## src/rtl/peer_liveness_table_defines.svh

```systemverilog
// Assertion macros shared by the peer liveness table RTL.
`ifndef PEER_LIVENESS_TABLE_DEFINES_SVH
`define PEER_LIVENESS_TABLE_DEFINES_SVH

// Same-cycle implication, checked at every rising clock edge outside reset.
`define PLT_ASSERT_NOW(label, clk, rst_n, ante, cons) \
  label: assert property (@(posedge clk) disable iff (!rst_n) (ante) |-> (cons)) \
    else $error("peer liveness table check failed");

// Next-cycle implication, checked at every rising clock edge outside reset.
`define PLT_ASSERT_NEXT(label, clk, rst_n, ante, cons) \
  label: assert property (@(posedge clk) disable iff (!rst_n) (ante) |=> (cons)) \
    else $error("peer liveness table check failed");

`endif

```

## src/rtl/plt_pkg.sv

```systemverilog
// Shared types, codes and helpers of the peer liveness table.
`timescale 1ns / 1ps
`default_nettype none

package plt_pkg;

  // Input mode codes as they arrive on the stream.
  localparam logic [1:0] MODE_TICK  = 2'd0;
  localparam logic [1:0] MODE_PING  = 2'd1;
  localparam logic [1:0] MODE_DROP  = 2'd2;
  localparam logic [1:0] MODE_QUERY = 2'd3;

  // Result status codes.
  localparam logic [1:0] ST_OK        = 2'd0;
  localparam logic [1:0] ST_FULL      = 2'd1;
  localparam logic [1:0] ST_NOT_FOUND = 2'd2;

  // Field widths fixed by the interface.
  localparam int unsigned ADDR_W  = 32;
  localparam int unsigned BEAT_W  = 32;
  localparam int unsigned LIMIT_W = 16;
  localparam int unsigned SLOT_W  = 4;

  // Command queue between front and back.
  localparam int unsigned Q_DEPTH = 2;
  localparam int unsigned Q_PTR_W = 1;
  localparam int unsigned Q_CNT_W = 2;

  typedef enum logic [1:0] {
    OP_TICK,
    OP_PING,
    OP_DROP,
    OP_QUERY
  } op_e;

  typedef enum logic {
    BK_LOOK,
    BK_EXEC
  } back_state_e;

  typedef struct packed {
    op_e               op;
    logic [ADDR_W-1:0] addr;
  } item_t;

  // Head of the command queue as seen by the back part.
  typedef struct packed {
    logic  valid;
    item_t item;
  } q_head_t;

  // Map a stream mode code onto an internal operation.
  function automatic op_e mode_to_op(input logic [1:0] mode);
    op_e op;
    case (mode)
      MODE_TICK:  op = OP_TICK;
      MODE_PING:  op = OP_PING;
      MODE_DROP:  op = OP_DROP;
      MODE_QUERY: op = OP_QUERY;
      default:    op = OP_TICK;
    endcase
    return op;
  endfunction

endpackage

`default_nettype wire

```

## src/rtl/peer_liveness_table.sv

```systemverilog
// Top level of the peer liveness table.
//
// Input stream: s_axis_tuser carries the mode (tick, ping, drop, query),
// s_axis_tdata the peer IPv4 address. Every input transfer yields exactly
// one result transfer on the m_axis channel: tdata holds alive and slot,
// tuser the status (ok, table full, peer not found).
// The dead limit is written through cfg_we_i / cfg_wdata_i while idle;
// the user is bound to that, as the block itself does not enforce it.
// A two-entry command queue takes input transfers; the back part pops one,
// compares its address with all entries in parallel in that cycle, and
// then, once the result register is free, updates the table and the
// result register. The back part handles one item at a time and pops no
// new item until the current one has been executed.
// Reset clears the beat counter and all valid bits and sets the dead limit
// to 3. When the receiver stalls, the result is held, the back part waits
// with its next item, and input is still taken until the queue is full.
`timescale 1ns / 1ps
`default_nettype none

module peer_liveness_table
  import plt_pkg::*;
#(
  parameter int unsigned ENTRIES = 16
) (
  input  wire logic        clk_i,
  input  wire logic        rst_ni,
  input  wire logic        cfg_we_i,
  input  wire logic [15:0] cfg_wdata_i,     // dead_limit
  input  wire logic        s_axis_tvalid,
  output logic             s_axis_tready,
  input  wire logic [31:0] s_axis_tdata,    // [31:0] peer_addr
  input  wire logic [1:0]  s_axis_tuser,    // [1:0] mode
  output logic             m_axis_tvalid,
  input  wire logic        m_axis_tready,
  output logic [7:0]       m_axis_tdata,    // [0] alive, [4:1] slot, [7:5] zero
  output logic [1:0]       m_axis_tuser     // [1:0] status
);

  q_head_t           head;
  logic              pop;
  logic              alive;
  logic [SLOT_W-1:0] slot;

  plt_front u_front (
    .clk_i      (clk_i),
    .rst_ni     (rst_ni),
    .in_valid_i (s_axis_tvalid),
    .in_ready_o (s_axis_tready),
    .mode_i     (s_axis_tuser),
    .addr_i     (s_axis_tdata),
    .pop_i      (pop),
    .head_o     (head)
  );

  plt_back #(
    .ENTRIES (ENTRIES)
  ) u_back (
    .clk_i       (clk_i),
    .rst_ni      (rst_ni),
    .cfg_we_i    (cfg_we_i),
    .cfg_wdata_i (cfg_wdata_i),
    .head_i      (head),
    .pop_o       (pop),
    .out_valid_o (m_axis_tvalid),
    .out_ready_i (m_axis_tready),
    .alive_o     (alive),
    .slot_o      (slot),
    .status_o    (m_axis_tuser)
  );

  // Pack the result fields, lowest field first.
  assign m_axis_tdata = {3'b000, slot, alive};

endmodule

`default_nettype wire

```

## src/rtl/plt_front.sv

```systemverilog
// Front part: accepts stream transfers, classifies them and queues them.
`timescale 1ns / 1ps
`default_nettype none

module plt_front
  import plt_pkg::*;
(
  input  wire logic              clk_i,
  input  wire logic              rst_ni,
  input  wire logic              in_valid_i,
  output logic                   in_ready_o,
  input  wire logic [1:0]        mode_i,
  input  wire logic [ADDR_W-1:0] addr_i,
  input  wire logic              pop_i,
  output q_head_t                head_o
);

  `include "peer_liveness_table_defines.svh"

  item_t               q_mem [Q_DEPTH];
  logic [Q_PTR_W-1:0]  wr_ptr_q, wr_ptr_d;
  logic [Q_PTR_W-1:0]  rd_ptr_q, rd_ptr_d;
  logic [Q_CNT_W-1:0]  cnt_q, cnt_d;
  logic                push;
  logic                pop;

  // Handshake and queue bookkeeping.
  assign in_ready_o = (cnt_q != Q_CNT_W'(Q_DEPTH));
  assign push       = in_valid_i && in_ready_o;
  assign pop        = pop_i && (cnt_q != '0);

  always_comb begin
    wr_ptr_d = push ? wr_ptr_q + 1'b1 : wr_ptr_q;
    rd_ptr_d = pop ? rd_ptr_q + 1'b1 : rd_ptr_q;
    cnt_d    = cnt_q;
    if (push && !pop) begin
      cnt_d = cnt_q + 1'b1;
    end else if (pop && !push) begin
      cnt_d = cnt_q - 1'b1;
    end
  end

  always_ff @(posedge clk_i or negedge rst_ni) begin
    if (!rst_ni) begin
      wr_ptr_q <= '0;
      rd_ptr_q <= '0;
      cnt_q    <= '0;
    end else begin
      wr_ptr_q <= wr_ptr_d;
      rd_ptr_q <= rd_ptr_d;
      cnt_q    <= cnt_d;
    end
  end

  // Classified items go into the queue storage.
  always_ff @(posedge clk_i) begin
    if (push) begin
      q_mem[wr_ptr_q] <= '{op: mode_to_op(mode_i), addr: addr_i};
    end
  end

  assign head_o.valid = (cnt_q != '0);
  assign head_o.item  = q_mem[rd_ptr_q];

  `PLT_ASSERT_NOW(a_cnt_bound, clk_i, rst_ni, 1'b1, cnt_q <= Q_CNT_W'(Q_DEPTH))

endmodule

`default_nettype wire

```

## src/rtl/plt_back.sv

```systemverilog
// Back part: table lookup, table update and the result register.
`timescale 1ns / 1ps
`default_nettype none

module plt_back
  import plt_pkg::*;
#(
  parameter int unsigned ENTRIES = 16
) (
  input  wire logic               clk_i,
  input  wire logic               rst_ni,
  input  wire logic               cfg_we_i,
  input  wire logic [LIMIT_W-1:0] cfg_wdata_i,
  input  wire q_head_t            head_i,
  output logic                    pop_o,
  output logic                    out_valid_o,
  input  wire logic               out_ready_i,
  output logic                    alive_o,
  output logic [SLOT_W-1:0]       slot_o,
  output logic [1:0]              status_o
);

  `include "peer_liveness_table_defines.svh"

  localparam int unsigned IDX_W = (ENTRIES > 1) ? $clog2(ENTRIES) : 1;

  // Table storage: valid bits are reset, address and stamp are not.
  logic [ENTRIES-1:0] valid_q;
  logic [ADDR_W-1:0]  addr_q  [ENTRIES];
  logic [BEAT_W-1:0]  stamp_q [ENTRIES];

  logic [BEAT_W-1:0]  beat_q;
  logic [LIMIT_W-1:0] limit_q;

  back_state_e state_q, state_d;

  // Lookup stage results.
  item_t             item_q;
  logic              hit_q;
  logic [IDX_W-1:0]  hit_idx_q;
  logic              free_q;
  logic [IDX_W-1:0]  free_idx_q;

  logic [ENTRIES-1:0] hit_vec;
  logic               hit_any;
  logic [IDX_W-1:0]   hit_idx;
  logic               free_any;
  logic [IDX_W-1:0]   free_idx;

  logic               exec_fire;
  logic               in_exec;
  logic               tick_fire;
  logic [BEAT_W-1:0]  age;
  logic               stale;

  // Result register and its next value.
  logic               out_valid_q;
  logic               alive_q, alive_d;
  logic [SLOT_W-1:0]  slot_q, slot_d;
  logic [1:0]         status_q, status_d;

  // Parallel compare against every entry, lowest index wins.
  always_comb begin
    hit_vec  = '0;
    hit_any  = 1'b0;
    hit_idx  = '0;
    free_any = 1'b0;
    free_idx = '0;
    for (int i = ENTRIES - 1; i >= 0; i--) begin
      hit_vec[i] = valid_q[i] && (addr_q[i] == head_i.item.addr);
      if (hit_vec[i]) begin
        hit_any = 1'b1;
        hit_idx = IDX_W'(i);
      end
      if (!valid_q[i]) begin
        free_any = 1'b1;
        free_idx = IDX_W'(i);
      end
    end
  end

  // Next-state logic of the sequencer.
  always_comb begin
    state_d = state_q;
    case (state_q)
      BK_LOOK: begin
        if (head_i.valid) begin
          state_d = BK_EXEC;
        end
      end
      BK_EXEC: begin
        if (exec_fire) begin
          state_d = BK_LOOK;
        end
      end
      default: state_d = BK_LOOK;
    endcase
  end

  // Output decode of the sequencer.
  always_comb begin
    pop_o     = 1'b0;
    exec_fire = 1'b0;
    case (state_q)
      BK_LOOK: pop_o = head_i.valid;
      BK_EXEC: exec_fire = !out_valid_q || out_ready_i;
      default: begin
        pop_o     = 1'b0;
        exec_fire = 1'b0;
      end
    endcase
  end

  assign in_exec   = (state_q == BK_EXEC);
  assign tick_fire = exec_fire && (item_q.op == OP_TICK);

  always_ff @(posedge clk_i or negedge rst_ni) begin
    if (!rst_ni) begin
      state_q <= BK_LOOK;
    end else begin
      state_q <= state_d;
    end
  end

  // Capture the item and its lookup outcome.
  always_ff @(posedge clk_i) begin
    if (pop_o) begin
      item_q     <= head_i.item;
      hit_q      <= hit_any;
      hit_idx_q  <= hit_idx;
      free_q     <= free_any;
      free_idx_q <= free_idx;
    end
  end

  // Age of the matched entry against the dead limit.
  assign age   = beat_q - stamp_q[hit_idx_q];
  assign stale = age > {{(BEAT_W - LIMIT_W){1'b0}}, limit_q};

  // Result payload of the item under execution.
  always_comb begin
    alive_d  = 1'b0;
    slot_d   = '0;
    status_d = ST_OK;
    case (item_q.op)
      OP_PING: begin
        if (hit_q) begin
          slot_d = SLOT_W'(hit_idx_q);
        end else if (free_q) begin
          slot_d = SLOT_W'(free_idx_q);
        end else begin
          status_d = ST_FULL;
        end
      end
      OP_DROP: begin
        if (hit_q) begin
          slot_d = SLOT_W'(hit_idx_q);
        end else begin
          status_d = ST_NOT_FOUND;
        end
      end
      OP_QUERY: begin
        if (hit_q) begin
          slot_d  = SLOT_W'(hit_idx_q);
          alive_d = !stale;
        end else begin
          status_d = ST_NOT_FOUND;
        end
      end
      default: alive_d = 1'b0;
    endcase
  end

  // Counter, limit, valid bits and the result valid flag.
  always_ff @(posedge clk_i or negedge rst_ni) begin
    if (!rst_ni) begin
      beat_q      <= '0;
      limit_q     <= LIMIT_W'(3);
      valid_q     <= '0;
      out_valid_q <= 1'b0;
    end else begin
      if (cfg_we_i) begin
        limit_q <= cfg_wdata_i;
      end
      if (exec_fire) begin
        out_valid_q <= 1'b1;
      end else if (out_ready_i) begin
        out_valid_q <= 1'b0;
      end
      if (exec_fire) begin
        case (item_q.op)
          OP_TICK: beat_q <= beat_q + 1'b1;
          OP_PING: begin
            if (!hit_q && free_q) begin
              valid_q[free_idx_q] <= 1'b1;
            end
          end
          OP_DROP: begin
            if (hit_q) begin
              valid_q[hit_idx_q] <= 1'b0;
            end
          end
          OP_QUERY: begin
            if (hit_q && stale) begin
              valid_q[hit_idx_q] <= 1'b0;
            end
          end
          default: beat_q <= beat_q;
        endcase
      end
    end
  end

  // Entry payload writes and result payload.
  always_ff @(posedge clk_i) begin
    if (exec_fire) begin
      alive_q  <= alive_d;
      slot_q   <= slot_d;
      status_q <= status_d;
      if (item_q.op == OP_PING) begin
        if (hit_q) begin
          stamp_q[hit_idx_q] <= beat_q;
        end else if (free_q) begin
          addr_q[free_idx_q]  <= item_q.addr;
          stamp_q[free_idx_q] <= beat_q;
        end
      end
    end
  end

  assign out_valid_o = out_valid_q;
  assign alive_o     = alive_q;
  assign slot_o      = slot_q;
  assign status_o    = status_q;

  `PLT_ASSERT_NOW(a_hit_unique, clk_i, rst_ni, head_i.valid, $onehot0(hit_vec))
  `PLT_ASSERT_NEXT(a_exec_gives_result, clk_i, rst_ni, exec_fire, out_valid_q)
  `PLT_ASSERT_NEXT(a_exec_waits, clk_i, rst_ni, in_exec && !exec_fire, in_exec)
  `PLT_ASSERT_NEXT(a_tick_counts, clk_i, rst_ni, tick_fire, beat_q == $past(beat_q) + 1'b1)

endmodule

`default_nettype wire

```

## config.mk

```make
export PLATFORM = sky130hd
export DESIGN_NAME = peer_liveness_table
export DESIGN_NICKNAME = d
export VERILOG_FILES = /design/src/rtl/plt_pkg.sv /design/src/rtl/peer_liveness_table.sv /design/src/rtl/plt_front.sv /design/src/rtl/plt_back.sv
export VERILOG_INCLUDE_DIRS = /design/src /design/src/rtl
export SDC_FILE = /design/constraint.sdc
export NUM_CORES = 2
export LEC_CHECK = 0
export BUFFER_PORTS_ARGS = -buffer_cell sky130_fd_sc_hd__buf_2
export CAP_MARGIN = 10
export CELL_PAD_IN_SITES_DETAIL_PLACEMENT = 2
export CELL_PAD_IN_SITES_GLOBAL_PLACEMENT = 2
export CORE_ASPECT_RATIO = 1.75
export CORE_MARGIN = 10
export CORE_UTILIZATION = 30
export DETAILED_ROUTE_END_ITERATION = 7
export GPL_ROUTABILITY_DRIVEN = 0
export PLACE_DENSITY = 0.64
export RECOVER_POWER = 25
export SYNTH_ARGS = -nofsm -noshare
export SYNTH_HDL_FRONTEND = slang
export SYNTH_HIERARCHICAL = 1
export SYNTH_SLANG_ARGS = --single-unit
```

## constraint.sdc

```tcl
create_clock -name clk_i -period 7.88 [get_ports clk_i]
set_clock_uncertainty 0.1 [all_clocks]
set_input_delay 0.788 -clock clk_i [delete_from_list [all_inputs] [get_ports clk_i]]
set_output_delay 0.788 -clock clk_i [all_outputs]
set_load 0.05 [all_outputs]
```

==> results_dict.tcl <==
set metrics [dict create \
    grt_pass1_vias 30410 \
    drt_first_iter_violations 2212 \
    fin_crit_ns 6.448 \
    synth_area_um2 50770 \
    crit_type "reg -> reg" \
    failed_checks "capacitance limit, slew limit" \
    timing.fmax_mhz 155.1 \
    cts_tree "yes" \
    status "complete, but fails checks" \
    synth.area.top_cells "edfxtp_1, mux4_2, xnor2_1" \
    root_buffer "clkbuf_16" \
    grt_pass1_wl_mm 235.8 \
    drt_wl_total_mm 167.4 \
    syn_area_per_cell_um2 17.25 \
    cts_buffers 109 \
    htreeDepth 3 \
    vdd_drop_max_uv 222.8 \
    p_clk_frac 0.264 \
    grt_setup_unrepaired "false" \
    clockBufferDepth 3 \
    clkLatencyLatePin_ns 0.73 \
    p_sw_frac 0.3595 \
    cp_data_arrival_time_ns 6.99 \
    synth_top_area_cell "edfxtp_1" \
    die_w_um 331.0 \
    start_util 0.3021 \
    pwr-share-comb 0.315 \
    rr_startpoint "u_back/hit_idx_q[0]" \
    area_growth_pct 13.44 \
    first_pass_iters 5 \
    hp-start "s_axis_tuser[1]" \
    power-per-cell-area_nw_per_um2 352.9 \
    setup_viol 0 \
    crit_start "u_back/hit_idx_q[0]" \
    p_int_mw 13.02 \
    power_switching_mw 7.307 \
    grt_util_all_layers 0.1772 \
    drive_above_1_share 0.1596 \
    core-area_um2 168100 \
    num-nets-final 3178 \
    synth_edf_count 1143 \
    synthCells 2944 \
    die_height_um 564.2 \
    die_area_um2 186800 \
    cts_resized 0 \
    grt-ovfl-total 0 \
    power_mw 20.33 \
    synth_async_sr_flop_share 0.05771 \
    rows 199 \
    num_vias 27620 \
    drc 0 \
    max_slew.worst_pin.slew_ns 2.749 \
    seq_area_frac_synth 0.7105 \
    wire_per_inst_um 31.11 \
    ios 67 \
    io_buffer_count 63 \
    tns_ns 0 \
    synthFlopType "edfxtp_1" \
    slew_violations 317 \
    leakagePower_nw 18.25 \
    yosys.cell_types.count 83 \
    relSlewSlack -0.8326 \
    hold_viol 0 \
    endpoint_kind "register" \
    synth.most_common_cell "edfxtp_1" \
    seq_power_share 0.421 \
    worstPathRequired_ns 8.42 \
    worstPathMaxFanout 32 \
    post_cts_buffers 0 \
    grt_max_degree 75 \
    dpl.hpwl_mm 108.2 \
    ys_ff_latch 1213 \
    max-cap-violations 18 \
    period_share 0.8183 \
    vias_per_cell 5.135 \
    synth.top_cell.area_share 0.6760 \
    holdCritPathClass "in -> reg" \
    crit_path_start_kind "register" \
    clk_pin_slew_ns 0.07 \
    clock_sinks 1213 \
    placed_cells 5170 \
    yosysWarnings 6 \
    hold_buffers 1 \
    antenna_found_initial 5 \
    ant_nets 0 \
    ys_top_cells_by_count "edfxtp_1, xnor2_1, xor2_1" \
    fin_cells 5380 \
]
==> per-stage QoR <==
step                setup WS, ns  hold WS (ns)    util  instance area, µm²
finish                     1.432        0.1497  0.3427               57600
global route              0.9428        0.1288  0.3427               57590
CTS                        1.355        0.1034  0.3433               57700
detailed placement         1.369        0.3843  0.3223               54160
global placement           1.387        0.3723  0.3223               54160
floorplan                  1.789        0.3564       -               50780
==> placed cells by master, fill, tap and decap left out, types with 7 or more instances in the layout <==
| master | instances |
|---|---|
| a211oi_1 | 7 |
| a21o_1 | 11 |
| a21oi_1 | 46 |
| a31oi_1 | 21 |
| and3_1 | 16 |
| buf_2 | 33 |
| buf_4 | 60 |
| bufinv_16 | 7 |
| clkbuf_1 | 72 |
| clkbuf_16 | 111 |
| clkinv_1 | 24 |
| clkinv_2 | 17 |
| dfrtp_1 | 67 |
| edfxtp_1 | 1143 |
| ha_1 | 51 |
| inv_1 | 65 |
| mux2_4 | 29 |
| mux4_2 | 160 |
| nand2_1 | 93 |
| nand2b_1 | 11 |
| nand3_1 | 42 |
| nand4_1 | 111 |
| nor2_1 | 62 |
| nor2_4 | 29 |
| nor3_1 | 27 |
| nor4_1 | 53 |
| o211ai_1 | 10 |
| o21a_1 | 10 |
| o21ai_0 | 48 |
| or3_1 | 8 |
| or4_1 | 11 |
| xnor2_1 | 391 |
| xor2_1 | 175 |
==> critical path, cell delays in order (launching register included) <==
cell and delay, ns:
edfxtp_1 0.39, buf_4 0.55, mux4_2 0.58, mux4_2 0.49, inv_1 0.11, ha_1 0.29
a21oi_1 0.28, nand2_1 0.10, o21ai_1 0.38, nand2_1 0.10, a21o_2 0.22, a21oi_1 0.17
xnor2_1 0.14, ha_1 0.26, and3_1 0.21, and3_1 0.18, a221oi_1 0.25, and3_1 0.19
o21ai_0 0.12, nor3_1 0.23, nand4_1 0.12, or4_4 0.61, a31oi_1 0.25
==> path summary, 6_finish.rpt <==
path,endpoint,slack (ns),cells past startpoint
worst max-delay path,u_back/valid_q[3],1.43,22
worst min-delay path,u_front/q_mem[1][33],0.15,1
min in group asynchronous,u_back/beat_q[11],1.37,2
worst max register to register,u_back/valid_q[3],1.43,22
max in group asynchronous,u_back/beat_q[30],4.60,3
worst min register to register,u_back/addr_q[12][15],0.39,0
==> state kept, by name, summed over array words and instances (netlist names), 2 cells and up <==
signal             count
u_back/addr_q        512
u_back/beat_q         32
u_back/free_idx_q      4
u_back/hit_idx_q       4
u_back/item_q         34
u_back/limit_q        16
u_back/slot_o          4
u_back/stamp_q       512
u_back/status_o        2
u_back/valid_q        16
u_front/cnt_q          2
u_front/q_mem         68
==> layout make-up <==
cell class | instances | area, µm²
well taps | 2211 | 2766
fillers | 16790 | 110500
clock buffers | 140 | 2947
multi-input cells | 1535 | 14100
flip-flops and latches | 1213 | 36080
repair buffers | 146 | 869.6
clock inverters | 64 | 580.6
inverters | 66 | 247.7
diodes | 5 | 12.51
==> cell families after synthesis <==
kind of cell,after synthesis,share of synthesized area
compound gates,219,0.02888
other cells,1,0.00007386
fa+ha+maj,52,0.01296
xor+xnor,566,0.09763
buf+inv,198,0.01693
flops,1213,0.7105
simple gates,499,0.05192
mux,196,0.08107
==> metal layers <==
metal | up-vias | track usage | share of wire
met5 | - | 0 | 0
met4 | 0 | 0.06420 | 0.039
met3 | 252 | 0.01818 | 0.034
met2 | 729 | 0.3456 | 0.57
met1 | 15070 | 0.1937 | 0.36
li1 | 11580 | - | -
==> power groups by stage <==
stage	Sequential [mW]	Clock, mW	Combinational, mW
after floorplan	8.39	0	3.95
after global placement	8.67	0	6.41
after detailed placement	8.70	0	6.53
after CTS	8.56	5.50	6.57
after global routing	8.60	5.72	6.80
final	8.56	5.36	6.40
Power figures use the tool's default switching activity.
